**config.mk**
```make
export PLATFORM = sky130hd
export DESIGN_NAME = text_token_scanner
export DESIGN_NICKNAME = d
export VERILOG_FILES = /design/src/sv/tts_pkg.sv /design/src/sv/tts_lex.sv /design/src/sv/tts_obuf.sv /design/src/sv/text_token_scanner.sv
export SDC_FILE = /design/constraint.sdc
export NUM_CORES = 1
export LEC_CHECK = 0
export ABC_AREA = 1
export ABC_CLOCK_PERIOD_IN_PS = 7150
export BUFFER_PORTS_ARGS = -buffer_cell sky130_fd_sc_hd__buf_2
export CORE_MARGIN = 1.5
export CORE_UTILIZATION = 60
export DETAILED_ROUTE_END_ITERATION = 10
export PLACE_DENSITY = 0.78
export SYNTH_ARGS = -nofsm -noshare
export SYNTH_HDL_FRONTEND = slang
export SYNTH_SLANG_ARGS = --single-unit
```
**constraint.sdc**
```tcl
create_clock -name clk -period 7.15 [get_ports clk]
set_input_delay 1.43 -clock clk [delete_from_list [all_inputs] [get_ports clk]]
set_output_delay 1.43 -clock clk [all_outputs]
set_load 0.1 [all_outputs]
```
**src/sv/tts_pkg.sv**
```systemverilog
`default_nettype none
// ----------------------------------------------------------------------------
// tts_pkg
// Shared types, character codes and character-class helpers of the token
// scanner.
// ----------------------------------------------------------------------------
package tts_pkg;

	localparam int CFG_W = 12;
	localparam logic [CFG_W-1:0] MAX_LEN_RESET = 12'd4095;

	typedef enum logic [3:0] {
		M_IDLE    = 4'd0,
		M_SLASH   = 4'd1,
		M_COMMENT = 4'd2,
		M_IDENT   = 4'd3,
		M_STR     = 4'd4,
		M_ESC     = 4'd5,
		M_DEC     = 4'd6,
		M_INT     = 4'd7,
		M_FRAC    = 4'd8,
		M_EXP     = 4'd9,
		M_EXPD    = 4'd10,
		M_ERR     = 4'd11
	} mode_t;

	typedef enum logic [2:0] {
		K_IDENT = 3'd0,
		K_STR   = 3'd1,
		K_NUM   = 3'd2,
		K_PUNCT = 3'd3,
		K_END   = 3'd4,
		K_ERR   = 3'd5
	} kind_t;

	typedef enum logic [1:0] {
		E_NONE    = 2'd0,
		E_LONG    = 2'd1,
		E_UNTERM  = 2'd2,
		E_BADCHAR = 2'd3
	} err_t;

	// character codes
	localparam logic [7:0] CH_NUL    = 8'h00;
	localparam logic [7:0] CH_BEL    = 8'h07;
	localparam logic [7:0] CH_BS     = 8'h08;
	localparam logic [7:0] CH_HT     = 8'h09;
	localparam logic [7:0] CH_LF     = 8'h0A;
	localparam logic [7:0] CH_CR     = 8'h0D;
	localparam logic [7:0] CH_SPACE  = 8'h20;
	localparam logic [7:0] CH_DQUOTE = 8'h22;
	localparam logic [7:0] CH_SQUOTE = 8'h27;
	localparam logic [7:0] CH_LPAREN = 8'h28;
	localparam logic [7:0] CH_RPAREN = 8'h29;
	localparam logic [7:0] CH_PLUS   = 8'h2B;
	localparam logic [7:0] CH_MINUS  = 8'h2D;
	localparam logic [7:0] CH_DOT    = 8'h2E;
	localparam logic [7:0] CH_SLASH  = 8'h2F;
	localparam logic [7:0] CH_ZERO   = 8'h30;
	localparam logic [7:0] CH_NINE   = 8'h39;
	localparam logic [7:0] CH_UP_A   = 8'h41;
	localparam logic [7:0] CH_UP_E   = 8'h45;
	localparam logic [7:0] CH_UP_Z   = 8'h5A;
	localparam logic [7:0] CH_BSLASH = 8'h5C;
	localparam logic [7:0] CH_USCORE = 8'h5F;
	localparam logic [7:0] CH_LO_A   = 8'h61;
	localparam logic [7:0] CH_LO_B   = 8'h62;
	localparam logic [7:0] CH_LO_E   = 8'h65;
	localparam logic [7:0] CH_LO_N   = 8'h6E;
	localparam logic [7:0] CH_LO_R   = 8'h72;
	localparam logic [7:0] CH_LO_T   = 8'h74;
	localparam logic [7:0] CH_LO_Z   = 8'h7A;
	localparam logic [7:0] CH_LBRACE = 8'h7B;
	localparam logic [7:0] CH_RBRACE = 8'h7D;

	typedef struct packed {
		kind_t      kind;
		logic [7:0] data;
		logic       data_valid;
		logic       token_end;
		err_t       err;
	} item_t;

	// all results caused by one text byte, item[0] delivered first
	typedef struct packed {
		logic [1:0]      count;
		item_t [2:0]     item;
	} group_t;

	function automatic item_t mk_item(kind_t k, logic [7:0] d, logic v, logic e, err_t er);
		item_t it;
		it.kind       = k;
		it.data       = d;
		it.data_valid = v;
		it.token_end  = e;
		it.err        = er;
		return it;
	endfunction

	function automatic logic is_digit(logic [7:0] c);
		return (c >= CH_ZERO) && (c <= CH_NINE);
	endfunction

	function automatic logic is_alpha(logic [7:0] c);
		return ((c >= CH_LO_A) && (c <= CH_LO_Z)) || ((c >= CH_UP_A) && (c <= CH_UP_Z));
	endfunction

	function automatic logic is_space(logic [7:0] c);
		return (c == CH_SPACE) || ((c >= CH_HT) && (c <= CH_CR));
	endfunction

	function automatic logic is_punct(logic [7:0] c);
		return (c == CH_LBRACE) || (c == CH_RBRACE) || (c == CH_LPAREN) || (c == CH_RPAREN);
	endfunction

	function automatic logic is_exp(logic [7:0] c);
		return (c == CH_LO_E) || (c == CH_UP_E);
	endfunction

endpackage : tts_pkg
`default_nettype wire

```
**src/sv/tts_lex.sv**
```systemverilog
`default_nettype none
// ----------------------------------------------------------------------------
// tts_lex
// Scanner state registers and the one-byte transition: from the current mode
// and a text byte, builds the group of up to three result beats.
// ----------------------------------------------------------------------------
module tts_lex
	import tts_pkg::*;
#(
	parameter int LEN_W = 12
) (
	input  wire logic             clk,
	input  wire logic             arst_n,
	input  wire logic             step_en,
	input  wire logic [7:0]       c,
	input  wire logic             text_end,
	input  wire logic [CFG_W-1:0] max_len,
	input  wire logic [CFG_W-1:0] lim_cap,
	output group_t                grp
);

	mode_t            mode_q, mode_v;
	logic             qs_q, qs_v;
	logic [LEN_W-1:0] len_q, len_v;
	logic [6:0]       esc_q, esc_v;

	localparam int CMP_W = (LEN_W > CFG_W) ? LEN_W : CFG_W;

	logic [CMP_W-1:0] lim_wide;
	logic [LEN_W-1:0] lim;
	logic             eot;

	logic       run_start, run_str, app_en;
	kind_t      app_kind;
	mode_t      app_next;
	logic [1:0] cnt;
	logic [7:0] term;
	logic [10:0] dec_acc;
	logic [7:0]  esc_out;

	// limit in force is min(register, capacity - 1); lim_cap carries capacity - 1
	// when it fits in the register width
	always_comb begin
		if (CMP_W'(max_len) > CMP_W'(lim_cap) && LEN_W <= CFG_W) begin
			lim_wide = CMP_W'(lim_cap);
		end else begin
			lim_wide = CMP_W'(max_len);
		end
		lim = lim_wide[LEN_W-1:0];
	end

	assign eot = text_end || (c == CH_NUL);

	always_comb begin
		mode_v    = mode_q;
		qs_v      = qs_q;
		len_v     = len_q;
		esc_v     = esc_q;
		grp       = '0;
		cnt       = 2'd0;
		run_start = 1'b0;
		run_str   = 1'b0;
		app_en    = 1'b0;
		app_kind  = K_IDENT;
		app_next  = M_IDLE;
		term      = CH_DQUOTE;
		dec_acc   = '0;
		esc_out   = c;

		if (eot) begin
			case (mode_q)
				M_IDENT: begin
					grp.item[cnt] = mk_item(K_IDENT, 8'd0, 1'b0, 1'b1, E_NONE);
					cnt = cnt + 2'd1;
				end
				M_INT, M_FRAC, M_EXP, M_EXPD: begin
					grp.item[cnt] = mk_item(K_NUM, 8'd0, 1'b0, 1'b1, E_NONE);
					cnt = cnt + 2'd1;
				end
				M_STR, M_ESC, M_DEC: begin
					grp.item[cnt] = mk_item(K_ERR, 8'd0, 1'b0, 1'b1, E_UNTERM);
					cnt = cnt + 2'd1;
				end
				M_SLASH: begin
					grp.item[cnt] = mk_item(K_ERR, 8'd0, 1'b0, 1'b1, E_BADCHAR);
					cnt = cnt + 2'd1;
				end
				default: ;
			endcase
			grp.item[cnt] = mk_item(K_END, 8'd0, 1'b0, 1'b1, E_NONE);
			cnt    = cnt + 2'd1;
			mode_v = M_IDLE;
			qs_v   = 1'b0;
			len_v  = '0;
			esc_v  = '0;
		end else begin
			unique case (mode_q)
				M_IDLE: run_start = 1'b1;
				M_SLASH: begin
					if (c == CH_SLASH) begin
						mode_v = M_COMMENT;
					end else begin
						grp.item[cnt] = mk_item(K_ERR, 8'd0, 1'b0, 1'b1, E_BADCHAR);
						cnt    = cnt + 2'd1;
						mode_v = M_ERR;
						len_v  = '0;
					end
				end
				M_COMMENT: begin
					if (c == CH_LF) mode_v = M_IDLE;
				end
				M_IDENT: begin
					if (is_alpha(c) || is_digit(c) || c == CH_USCORE) begin
						app_en = 1'b1; app_kind = K_IDENT; app_next = M_IDENT;
					end else begin
						grp.item[cnt] = mk_item(K_IDENT, 8'd0, 1'b0, 1'b1, E_NONE);
						cnt = cnt + 2'd1;
						run_start = 1'b1;
					end
				end
				M_STR: run_str = 1'b1;
				M_ESC: begin
					if (is_digit(c)) begin
						esc_v  = 7'(c - CH_ZERO);
						mode_v = M_DEC;
					end else begin
						case (c)
							CH_LO_N: esc_out = CH_LF;
							CH_LO_R: esc_out = CH_CR;
							CH_LO_T: esc_out = CH_HT;
							CH_LO_B: esc_out = CH_BS;
							CH_LO_A: esc_out = CH_BEL;
							default: esc_out = c;
						endcase
						grp.item[cnt] = mk_item(K_STR, esc_out, 1'b1, 1'b0, E_NONE);
						cnt    = cnt + 2'd1;
						len_v  = len_v + LEN_W'(1);
						mode_v = M_STR;
					end
				end
				M_DEC: begin
					if (is_digit(c)) begin
						dec_acc = {1'b0, esc_q, 3'b000} + {3'b000, esc_q, 1'b0}
							+ {3'b000, c - CH_ZERO};
						esc_v = dec_acc[6:0];
					end else begin
						grp.item[cnt] = mk_item(K_STR, {1'b0, esc_q}, 1'b1, 1'b0, E_NONE);
						cnt     = cnt + 2'd1;
						len_v   = len_v + LEN_W'(1);
						esc_v   = '0;
						mode_v  = M_STR;
						run_str = 1'b1;
					end
				end
				M_INT: begin
					if (is_digit(c)) begin
						app_en = 1'b1; app_kind = K_NUM; app_next = M_INT;
					end else if (c == CH_DOT) begin
						app_en = 1'b1; app_kind = K_NUM; app_next = M_FRAC;
					end else if (is_exp(c)) begin
						app_en = 1'b1; app_kind = K_NUM; app_next = M_EXP;
					end else begin
						grp.item[cnt] = mk_item(K_NUM, 8'd0, 1'b0, 1'b1, E_NONE);
						cnt = cnt + 2'd1;
						run_start = 1'b1;
					end
				end
				M_FRAC: begin
					if (is_digit(c)) begin
						app_en = 1'b1; app_kind = K_NUM; app_next = M_FRAC;
					end else if (is_exp(c)) begin
						app_en = 1'b1; app_kind = K_NUM; app_next = M_EXP;
					end else begin
						grp.item[cnt] = mk_item(K_NUM, 8'd0, 1'b0, 1'b1, E_NONE);
						cnt = cnt + 2'd1;
						run_start = 1'b1;
					end
				end
				M_EXP: begin
					if (is_digit(c) || c == CH_PLUS || c == CH_MINUS) begin
						app_en = 1'b1; app_kind = K_NUM; app_next = M_EXPD;
					end else begin
						grp.item[cnt] = mk_item(K_NUM, 8'd0, 1'b0, 1'b1, E_NONE);
						cnt = cnt + 2'd1;
						run_start = 1'b1;
					end
				end
				M_EXPD: begin
					if (is_digit(c)) begin
						app_en = 1'b1; app_kind = K_NUM; app_next = M_EXPD;
					end else begin
						grp.item[cnt] = mk_item(K_NUM, 8'd0, 1'b0, 1'b1, E_NONE);
						cnt = cnt + 2'd1;
						run_start = 1'b1;
					end
				end
				default: mode_v = M_ERR;
			endcase

			// string body character, also reached after a decimal escape closes
			if (run_str) begin
				term = qs_v ? CH_SQUOTE : CH_DQUOTE;
				if (c == term) begin
					grp.item[cnt] = mk_item(K_STR, 8'd0, 1'b0, 1'b1, E_NONE);
					cnt    = cnt + 2'd1;
					mode_v = M_IDLE;
					len_v  = '0;
				end else if (len_v >= lim) begin
					grp.item[cnt] = mk_item(K_ERR, 8'd0, 1'b0, 1'b1, E_LONG);
					cnt    = cnt + 2'd1;
					mode_v = M_ERR;
					len_v  = '0;
				end else if (c == CH_BSLASH) begin
					mode_v = M_ESC;
				end else begin
					grp.item[cnt] = mk_item(K_STR, c, 1'b1, 1'b0, E_NONE);
					cnt   = cnt + 2'd1;
					len_v = len_v + LEN_W'(1);
				end
			end

			// first character of a new token
			if (run_start) begin
				len_v  = '0;
				mode_v = M_IDLE;
				if (is_space(c)) begin
					mode_v = M_IDLE;
				end else if (c == CH_SLASH) begin
					mode_v = M_SLASH;
				end else if (is_punct(c)) begin
					grp.item[cnt] = mk_item(K_PUNCT, c, 1'b1, 1'b0, E_NONE);
					cnt = cnt + 2'd1;
					grp.item[cnt] = mk_item(K_PUNCT, 8'd0, 1'b0, 1'b1, E_NONE);
					cnt = cnt + 2'd1;
				end else if (c == CH_DQUOTE || c == CH_SQUOTE) begin
					qs_v   = (c == CH_SQUOTE);
					mode_v = M_STR;
				end else if (is_alpha(c)) begin
					app_en = 1'b1; app_kind = K_IDENT; app_next = M_IDENT;
				end else if (is_digit(c) || c == CH_MINUS) begin
					app_en = 1'b1; app_kind = K_NUM; app_next = M_INT;
				end else begin
					grp.item[cnt] = mk_item(K_ERR, 8'd0, 1'b0, 1'b1, E_BADCHAR);
					cnt    = cnt + 2'd1;
					mode_v = M_ERR;
				end
			end

			// append a content byte, or fail on length
			if (app_en) begin
				if (len_v >= lim) begin
					grp.item[cnt] = mk_item(K_ERR, 8'd0, 1'b0, 1'b1, E_LONG);
					cnt    = cnt + 2'd1;
					mode_v = M_ERR;
					len_v  = '0;
				end else begin
					grp.item[cnt] = mk_item(app_kind, c, 1'b1, 1'b0, E_NONE);
					cnt    = cnt + 2'd1;
					len_v  = len_v + LEN_W'(1);
					mode_v = app_next;
				end
			end
		end
		grp.count = cnt;
	end

	always_ff @(posedge clk or negedge arst_n) begin
		if (!arst_n) begin
			mode_q <= M_IDLE;
			qs_q   <= 1'b0;
			len_q  <= '0;
			esc_q  <= '0;
		end else if (step_en) begin
			mode_q <= mode_v;
			qs_q   <= qs_v;
			len_q  <= len_v;
			esc_q  <= esc_v;
		end
	end

`ifndef SYNTHESIS
	a_len_in_limit: assert property (@(posedge clk) disable iff (!arst_n)
		(mode_q == M_IDLE || mode_q == M_ERR || mode_q == M_SLASH || mode_q == M_COMMENT)
			|-> (len_q == '0))
		else $error("token length not cleared outside a token");
	a_end_resets: assert property (@(posedge clk) disable iff (!arst_n)
		(step_en && eot) |=> (mode_q == M_IDLE && !qs_q && esc_q == '0))
		else $error("end of text did not return scanner to idle");
	a_err_sticky: assert property (@(posedge clk) disable iff (!arst_n)
		(step_en && !eot && mode_q == M_ERR) |-> (grp.count == 2'd0))
		else $error("results emitted in error state");
`endif

endmodule : tts_lex
`default_nettype wire

```
**src/sv/tts_obuf.sv**
```systemverilog
`default_nettype none
// ----------------------------------------------------------------------------
// tts_obuf
// Result register: holds the group of beats caused by one byte and hands
// them out one per cycle while out_ready is high, oldest first.
// ----------------------------------------------------------------------------
module tts_obuf
	import tts_pkg::*;
(
	input  wire logic clk,
	input  wire logic arst_n,
	input  wire logic load,
	input  group_t    grp,
	output logic      can_load,
	output logic      out_valid,
	input  wire logic out_ready,
	output item_t     out_item,
	output logic      out_last
);

	item_t [2:0] item_q;
	logic  [1:0] left_q;
	logic        pop;

	assign out_valid = (left_q != 2'd0);
	assign pop       = out_valid && out_ready;
	// take the next group once the last held beat leaves
	assign can_load  = (left_q == 2'd0) || (left_q == 2'd1 && out_ready);
	assign out_item  = item_q[0];
	assign out_last  = (left_q == 2'd1);

	always_ff @(posedge clk or negedge arst_n) begin
		if (!arst_n) begin
			left_q <= 2'd0;
		end else if (load && can_load) begin
			left_q <= grp.count;
		end else if (pop) begin
			left_q <= left_q - 2'd1;
		end
	end

	always_ff @(posedge clk) begin
		if (load && can_load) begin
			item_q <= grp.item;
		end else if (pop) begin
			item_q[0] <= item_q[1];
			item_q[1] <= item_q[2];
		end
	end

`ifndef SYNTHESIS
	a_no_overrun: assert property (@(posedge clk) disable iff (!arst_n)
		(load && !can_load) |=> ($stable(left_q) || $past(pop)))
		else $error("group loaded over pending beats");
	a_count_range: assert property (@(posedge clk) disable iff (!arst_n)
		(load && can_load) |=> (left_q == $past(grp.count)))
		else $error("beat count not taken from group");
	a_drain: assert property (@(posedge clk) disable iff (!arst_n)
		(pop && !load) |=> (left_q == $past(left_q) - 2'd1))
		else $error("beat count not advanced on pop");
`endif

endmodule : tts_obuf
`default_nettype wire

```
**src/sv/text_token_scanner.sv**
```systemverilog
`default_nettype none
// ----------------------------------------------------------------------------
// text_token_scanner
// Byte-stream lexer: skips whitespace and line comments and emits token
// content bytes, token close beats, error beats and an end-of-text beat.
// ----------------------------------------------------------------------------
//  channel  | dir | tdata          | tuser                                  | tlast
//  s_*      | in  | [7:0] in_byte  | -                                      | end_of_text
//  m_*      | out | [7:0] out_byte | [2:0] kind [3] byte_valid [5:4] error  | token_end
//           |     |                | [6] last_result                        |
//  cfg_*    | in  | cfg_wdata[11:0] max_token_len, written when cfg_we       |
//
// A byte beat is registered, then scanned combinationally into a result register.
// Its first result leaves from the result register once loaded. A byte that yields
// n results holds the result register until all n have left, so one byte
// per cycle is taken while each byte yields at most one result and m_tready is high.
// Reset clears the scanner to idle and max_token_len to 4095. s_tready stays
// high through output stalls until both the byte register and result register hold.
// ----------------------------------------------------------------------------
module text_token_scanner
	import tts_pkg::*;
#(
	parameter int MAX_TOKEN_BYTES = 4096
) (
	input  wire logic             clk,
	input  wire logic             arst_n,
	input  wire logic             cfg_we,
	input  wire logic [CFG_W-1:0] cfg_wdata,   // max_token_len
	input  wire logic             s_tvalid,
	output logic                  s_tready,
	input  wire logic [7:0]       s_tdata,     // [7:0] in_byte
	input  wire logic             s_tlast,     // end_of_text
	output logic                  m_tvalid,
	input  wire logic             m_tready,
	output logic [7:0]            m_tdata,     // [7:0] out_byte
	output logic [6:0]            m_tuser,     // [2:0] token_kind, [3] byte_valid,
	                                           // [5:4] error_code, [6] last_result
	output logic                  m_tlast      // token_end
);

	localparam int LEN_W = $clog2(MAX_TOKEN_BYTES);
	localparam int CAP_W = (LEN_W > CFG_W) ? LEN_W : CFG_W;
	localparam logic [CAP_W-1:0] CAP_WIDE = CAP_W'(MAX_TOKEN_BYTES - 1);
	localparam logic [CFG_W-1:0] LIM_CAP = (LEN_W > CFG_W) ? MAX_LEN_RESET
		: CAP_WIDE[CFG_W-1:0];

	logic [CFG_W-1:0] max_len_q;
	logic             s1_valid;
	logic [7:0]       byte_s1;
	logic             eot_s1;
	logic             advance;
	logic             can_load;
	group_t           grp;
	item_t            out_item;
	logic             out_last;

	always_ff @(posedge clk or negedge arst_n) begin
		if (!arst_n) begin
			max_len_q <= MAX_LEN_RESET;
		end else if (cfg_we) begin
			max_len_q <= cfg_wdata;
		end
	end

	assign advance  = s1_valid && can_load;
	assign s_tready = !s1_valid || can_load;

	always_ff @(posedge clk or negedge arst_n) begin
		if (!arst_n) begin
			s1_valid <= 1'b0;
		end else if (s_tready) begin
			s1_valid <= s_tvalid;
		end
	end

	always_ff @(posedge clk) begin
		if (s_tvalid && s_tready) begin
			byte_s1 <= s_tdata;
			eot_s1  <= s_tlast;
		end
	end

	tts_lex #(
		.LEN_W(LEN_W)
	) u_lex (
		.clk      (clk),
		.arst_n   (arst_n),
		.step_en  (advance),
		.c        (byte_s1),
		.text_end (eot_s1),
		.max_len  (max_len_q),
		.lim_cap  (LIM_CAP),
		.grp      (grp)
	);

	tts_obuf u_obuf (
		.clk       (clk),
		.arst_n    (arst_n),
		.load      (advance),
		.grp       (grp),
		.can_load  (can_load),
		.out_valid (m_tvalid),
		.out_ready (m_tready),
		.out_item  (out_item),
		.out_last  (out_last)
	);

	assign m_tdata = out_item.data;
	assign m_tuser = {out_last, out_item.err, out_item.data_valid, out_item.kind};
	assign m_tlast = out_item.token_end;

`ifndef SYNTHESIS
	a_byte_not_close: assert property (@(posedge clk) disable iff (!arst_n)
		(m_tvalid && m_tuser[3]) |-> (!m_tlast && m_tuser[5:4] == E_NONE))
		else $error("content beat marked as close or error");
	a_err_code: assert property (@(posedge clk) disable iff (!arst_n)
		(m_tvalid && m_tuser[2:0] == K_ERR) |-> (m_tuser[5:4] != E_NONE && m_tlast))
		else $error("error beat without error code");
	a_end_last: assert property (@(posedge clk) disable iff (!arst_n)
		(m_tvalid && m_tuser[2:0] == K_END) |-> m_tuser[6])
		else $error("end-of-text beat not the final beat of its byte");
	a_s1_hold: assert property (@(posedge clk) disable iff (!arst_n)
		(s1_valid && !advance) |=> (s1_valid && $stable(byte_s1) && $stable(eot_s1)))
		else $error("held byte lost before scan");
`endif

endmodule : text_token_scanner
`default_nettype wire
```
Word level (Yosys, flattened, before mapping) --
Cells that the tools add are included.
Operators by class: muxes and demuxes 176, equality and inequality tests 37, $add $sub $neg 12, reduce and logical (&&, ||, !) cells 46, bitwise operators 18, $lt $le $gt $ge 21
Operators with widths (number):
- 45-bit 2-to-1 mux | 16
- 12-bit 2-to-1 mux | 13
- 15-bit demux with 2-bit select | 5
- 15-bit 2-to-1 mux | 10
- 45-bit bitwise mux | 3
- 4-bit 2-to-1 mux | 30
- 15-bit case mux with 8 select lines | 1
- 8-bit by 7-bit equality test with 1-bit output (second input constant) | 11
- 13-bit by 39-bit AND with 39-bit output | 2
- 39-bit NOT | 2
- 8-bit by 6-bit equality test with 1-bit output (second input constant) | 9
- 33-bit NOT | 2
- 30-bit 2-to-1 mux | 2
- 15-bit case mux with 4 select lines | 1
- 14-bit 2-to-1 mux | 4
- 2-bit 2-to-1 mux | 27
- 4-bit case mux with 5 select lines | 2
- 8-bit case mux with 5 select lines | 1
- 1-bit 2-to-1 mux | 37
- 12-bit by 1-bit adder with 12-bit output (second input constant) | 3
- 36-bit AND | 1
- 3-bit 2-to-1 mux | 12
- 36-bit NOT | 1
- 11-bit by 33-bit AND with 33-bit output | 1
- other kinds (55) | 114
Word-level totals: input port bits 26, flip-flop bits (word level) 93, logic and storage cells 334

Logic depth before layout (Yosys ltp) --
word-level depth 33, mapped depth 43, mapped depth without buffers 40

Cells and area by module --
Synthesis repeated with hierarchy kept, for this count alone.
Second synthesis, totals: cell total of the unflattened synthesis 1273, area, all modules 8821.0 um^2
Modules (own cells, without submodules):
- tts_lex | area each 5919.4 um^2, seq. area each 600.6 um^2, cells an instance 1021, times used 1
- tts_obuf | area each 2075.7 um^2, seq. area each 1401.3 um^2, cells an instance 183, times used 1
- text_token_scanner | area each 825.8 um^2, seq. area each 610.6 um^2, cells an instance 69, times used 1

Least setup slack after synthesis --
No wires, ideal clock.
path kind flip-flop to flip-flop, start register byte_s1[4], end register u_obuf.item_q, in the netlist u_obuf.out_item[0], data pin, cell stages (with the launch flop) 42, setup slack 1.937 ns, setup time 0.258 ns, data arrival time 4.956 ns, buffers on the path 3, path through edfxtp_1 > ha_1 > inv_1 > nand3_1 > nor2_4 > nand2_4 > nand2_8 > nand2_8 > buf_8 > buf_6 > nand4_1 > a21oi_1 > o21ai_0 > o21ai_0 > ha_1 > nand2_1 > inv_1 > nand2_1 > [6 not listed] > nand2_1 > a21oi_4 > ha_1 > nand2_1 > inv_1 > o21ai_0 > nand2_1 > o21bai_1 > nand2_1 > nand3_1 > nand2_1 > inv_1 > nand2_1 > inv_1 > nand2_1 > buf_2 > nand3_1 > a21oi_1
Between the ends: cells in the longest elaborated chain, start to end 32, elaborated cells between the ends (all ways) 161, classes of those cells 4 x add/sub; 18 x order compare; 16 x eq/ne; 94 x mux; 7 x bitwise; 22 x reduce/logical
Ends and longest elaborated chain:
- from (decl) | line text_token_scanner.sv:49 | logic [7:0] byte_s1;
- from (signal assigned) | line text_token_scanner.sv:78 | byte_s1 <= s_tdata;
- 8-bit by 7-bit greater-or-equal comparator with 1-bit output / 8-bit by 7-bit less-or-equal comparator with 1-bit output (equally long branches) | line tts_pkg.sv:105 | return ((c >= CH_LO_A) && (c <= CH_LO_Z)) || ((c >= CH_UP_A) && (c <= CH_UP_Z));
- 1-bit logical AND | line tts_pkg.sv:105
- 1-bit logical OR | line tts_pkg.sv:105
- 1-bit logical OR (2 in a row) | line tts_lex.sv:113 | if (is_alpha(c) || is_digit(c) || c == CH_USCORE) begin
- 1-bit 2-to-1 mux | line tts_lex.sv:113
- 2-bit case mux with 6 select lines | line tts_lex.sv:97 | unique case (mode_q)
- 2-bit 2-to-1 mux | line tts_lex.sv:70 | if (eot) begin
- 2-bit by 1-bit adder with 2-bit output (tied with other cells) | line tts_lex.sv:205, tts_lex.sv:210, tts_lex.sv:217
- [15 not listed]
- 1-bit logical AND (implied by the code) / 45-bit 2-to-1 mux (equally long branches) | line tts_lex.sv:252, tts_lex.sv:257, tts_lex.sv:226
- 15-bit 2-to-1 mux (implied by the code) / 45-bit 2-to-1 mux (equally long branches) | line tts_lex.sv:252, tts_lex.sv:257, tts_lex.sv:223
- 15-bit demux with 2-bit select / 45-bit 2-to-1 mux (equally long branches)
- 45-bit bitwise mux / 12-bit bitwise OR (equally long branches)
- 45-bit 2-to-1 mux | line tts_lex.sv:251 | if (len_v >= lim) begin
- 45-bit 2-to-1 mux | line tts_lex.sv:250 | if (app_en) begin
- 45-bit 2-to-1 mux (*) | line tts_lex.sv:70
- 30-bit 2-to-1 mux (*) | line tts_obuf.sv:43 | if (load && can_load) begin
- to (signal assigned) | line tts_obuf.sv:44 | item_q <= grp.item;
- to (decl) | line tts_obuf.sv:21 | item_t [2:0] item_q;
Every way passes the cells marked *; elsewhere a longest branch is shown, timed or not. The select of a mux whose other input is x is not followed. A chain may end at the register's enable or synchronous reset.

Worst setup path after layout --
start register byte_s1[4], end register u_obuf.item_q, in the netlist u_obuf.out_item[8], data pin
Between the ends: cells in the longest elaborated chain, start to end 33, elaborated cells between the ends (all ways) 171, classes of those cells 4 x add/sub; 18 x order compare; 21 x eq/ne; 96 x mux; 10 x bitwise; 22 x reduce/logical
Ends and longest elaborated chain (line):
- 8-bit by 7-bit greater-or-equal comparator with 1-bit output / 8-bit by 7-bit less-or-equal comparator with 1-bit output (equally long branches) | tts_pkg.sv:105
- 1-bit logical AND | tts_pkg.sv:105
- 1-bit logical OR | tts_pkg.sv:105
- 1-bit logical OR (2 in a row) | tts_lex.sv:113
- 1-bit 2-to-1 mux | tts_lex.sv:113
- 2-bit case mux with 6 select lines | tts_lex.sv:97
- 2-bit 2-to-1 mux | tts_lex.sv:70
- 2-bit by 1-bit adder with 2-bit output | tts_lex.sv:205, tts_lex.sv:210, tts_lex.sv:217
- [16 not listed]
- 15-bit 2-to-1 mux (implied by the code) / 45-bit 2-to-1 mux (equally long branches) | tts_lex.sv:252, tts_lex.sv:257, tts_lex.sv:226
- 15-bit demux with 2-bit select / 45-bit 2-to-1 mux (equally long branches)
- 33-bit NOT (no source line) / 45-bit 2-to-1 mux (equally long branches)
- 33-bit AND (no source line) / 45-bit bitwise mux (equally long branches)
- 45-bit 2-to-1 mux | tts_lex.sv:251
- 45-bit 2-to-1 mux | tts_lex.sv:250
- 45-bit 2-to-1 mux (*) | tts_lex.sv:70
- 30-bit 2-to-1 mux (*) | tts_obuf.sv:43
Marked as above.

==> results_dict.tcl <==
set metrics [dict create \
    finalWirelength_um 22490 \
    place_hpwl_um 17300 \
    power.share.clock_pct 16.0 \
    grt_pass1_wl_um 36710 \
    drv_slew 0 \
    crit_top_cell "nand2_1" \
    synthArstFlopShare_pct 42.39 \
    cp-start-kind "flop" \
    skew_ns 0.007044 \
    grt_util_all_layers_pct 33.02 \
    p_seq_share_pct 26.3 \
    status "completed" \
    grt_pass1_vias 7389 \
    avgSynthCellArea_um2 7.412 \
    syn_nets 1171 \
    rsz0062_at_grt "false" \
    clk_pin_slew_worst_paths_ns 0.07 \
    crit_buf_inv 6 \
    first_iter_violations 721 \
    h-tree-depth 3 \
    fp.dieW_um 119.1 \
    synth_seq_cells 92 \
    clk_path_buf_depth 2 \
    hp-class "flop to flop" \
    yosys-top-cells-area "edfxtp_1 (20%), nand2_1 (13%), dfrtp_1 (8.3%)" \
    tns_ns 0 \
    p_per_area_nw_per_um2 401.1 \
    ys_types 59 \
    drc_errors 0 \
    final_nets 1191 \
    crit_slowest_cell "edfxtp_1" \
    critPathKind "flop to flop" \
    cts_sinks 92 \
    diodes 0 \
    p_sw_uw 1811 \
    design_area_um2 8643 \
    wl_per_cell_um 17.39 \
    yosysTopAreaCellShare_pct 19.66 \
    port_buffers 43 \
    max_slew.worst_pin.slew_ns 1.031 \
    layout_commonest_cell "nand2_1" \
    switching_share_pct 52.25 \
    max_freq_ghz 0.1568 \
    p_int_uw 1655 \
    pin_count 44 \
    cp.required_ns 7.37 \
    crit_arrival_ns 6.60 \
    grt_antenna_before_repair 0 \
    dr.pass1.iters 5 \
    final_cell_mix "nand2_1 (275), inv_1 (124), nand3_1 (85), o21ai_0 (74), nor2_1 (70)" \
    p_leak_uw 0.004092 \
    drtAntennaViolNets 0 \
    drive_gt1_share_pct 16.83 \
    cts_tree "built" \
    clk-insertion-delay-late_ns 0.35 \
    period_minus_slack_ns 6.377 \
    crit_fanout 11 \
    num-fill-cells 1170 \
    coreArea_um2 13190 \
    viasPerCell 5.849 \
    initial_core_util_pct 61.36 \
    syn_inst 1092 \
    place_congestion 1.041 \
    ys_warn_count 0 \
    syn2layout_area_growth_pct 6.786 \
    period_share_pct 89.18 \
    cap_violations 0 \
    rows 42 \
    die_h_um 119.1 \
    comb_power_share_pct 57.7 \
    dieArea_um2 14200 \
    hold_slack_ns 0.4853 \
    crit_path_end_kind "flop" \
    cts_resized 0 \
    ir_worst_vdd_mv 0.1562 \
    crit_family "simple AND/OR/NAND/NOR gates" \
    hold_buffers 0 \
    synth-edff-count 53 \
    grt_max_degree 40 \
    ys_dominant_reg_cell "edfxtp_1" \
    ys_seq_area_share_pct 31.91 \
    setup_violations 0 \
    yosysTopAreaCell "edfxtp_1" \
    relSlewSlack_pct 31.24 \
    dpl_cell_area_um2 8303 \
    root_buffer "clkbuf_16" \
    grt_overflow 0 \
    post-cts-setup-buffers 0 \
    synth_area_um2 8094 \
    crit_path_max_incr_delay_ns 0.52 \
    hold_viol_final 0 \
    numCtsBuffers 9 \
    route.vias.total 7563 \
]
final cells by class:
class / count / area (um^2) / share of cell area (%)
inverters: 151 / 573.1 / 6.630
repair buffers: 48 / 252.7 / 2.924
clock buffers: 10 / 229.0 / 2.649
flip-flops and latches: 92 / 2582 / 29.88
multi-input cells: 810 / 4674 / 54.08
well taps: 176 / 220.2 / 2.548
clock inverters: 6 / 111.4 / 1.288
Yosys cell counts (3+ instances only):
| master | n |
|---|---|
| nand2_1 | 275 |
| inv_1 | 124 |
| nand3_1 | 85 |
| o21ai_0 | 74 |
| nor2_1 | 72 |
| edfxtp_1 | 53 |
| a21oi_1 | 52 |
| ha_1 | 49 |
| dfrtp_1 | 27 |
| inv_2 | 24 |
| nand2_2 | 24 |
| buf_4 | 19 |
| nand3_2 | 19 |
| nor3_1 | 17 |
| nand4_1 | 15 |
| clkbuf_1 | 12 |
| dfstp_2 | 12 |
| nor2_2 | 12 |
| o21ai_1 | 12 |
| xor2_1 | 11 |
| nand2_4 | 8 |
| nor2_4 | 7 |
| o211ai_1 | 7 |
| o22ai_1 | 7 |
| xnor2_1 | 7 |
| o21bai_1 | 6 |
| a31oi_1 | 5 |
| a32o_1 | 5 |
| buf_6 | 5 |
| a22oi_1 | 4 |
| fa_1 | 4 |
| nand2_8 | 3 |
| nor2_8 | 3 |
| o31ai_1 | 3 |
flip-flops by register name, summed over array words and instances, names as in the netlist:
signal           flops
u_obuf.item_q       29
u_obuf.out_item     15
max_len_q           12
u_lex.len_q         12
byte_s1              8
u_lex.esc_q          7
u_lex.mode_q         4
u_obuf.left_q        2
eot_s1               1
s1_valid             1
u_lex.qs_q           1
power by group through the flow:
| stage | Combinational, uW | Sequential (uW) | Clock (uW) |
|---|---|---|---|
| after floorplan | 1610 | 901 | 0 |
| after global placement | 1940 | 914 | 0 |
| after detailed placement | 1960 | 920 | 0 |
| after CTS | 1980 | 911 | 557 |
| after global routing | 2170 | 925 | 580 |
| final | 2000 | 911 | 555 |
cell families after synthesis:
kind of cell / synth area share (%)
multiplexers: 0.1391
buffers and inverters: 10.40
other: 0.04633
flip-flops: 31.91
AND/OR/NAND/NOR: 33.11
adder cells (fa/ha/maj): 8.564
AO/OA/AOI/OAI: 13.88
XOR/XNOR: 1.948
tightest hold or removal path: cells and delay by family, from the launching register on:
family           cells  cell delay (ns)
AND/OR/NAND/NOR      2             0.11
flip-flops           1             0.35
worst paths after layout:
path                            depth (start not counted)  slack [ns]                 end       startpoint
worst min-delay path                                    2        0.49     u_lex.len_q[11]  u_lex.len_q[11]
max in group asynchronous                               1        5.26      u_lex.len_q[9]           arst_n
worst max register to register                         34        0.77  u_obuf.out_item[8]       byte_s1[4]
worst max-delay path                                   34        0.77  u_obuf.out_item[8]       byte_s1[4]
min in group asynchronous                               1        1.26            s1_valid           arst_n
worst min register to register                          2        0.49     u_lex.len_q[11]  u_lex.len_q[11]
stage by stage:
step,power (uW),cells,worst slack [ns],util (%)
5_1_grt,3680,1293,0.2480,65.53
3_3_place_gp,2859,1277,1.238,62.95
6_report,3467,1293,0.7733,65.53
4_1_cts,3444,1293,0.9452,65.53
2_1_floorplan,2507,1092,1.937,-
3_5_place_dp,2880,1277,1.039,62.95
layer usage:
metal | up-vias | GRT usage (%) | share of wire (%)
met1 | 3466 | 40.59 | 41
met4 | 0 | 18.30 | 4.4
li1 | 3659 | - | -
met2 | 346 | 54.59 | 48
met5 | - | 0 | 0
met3 | 92 | 6.370 | 7.5
No activity file was read; power rests on OpenSTA's default activity.
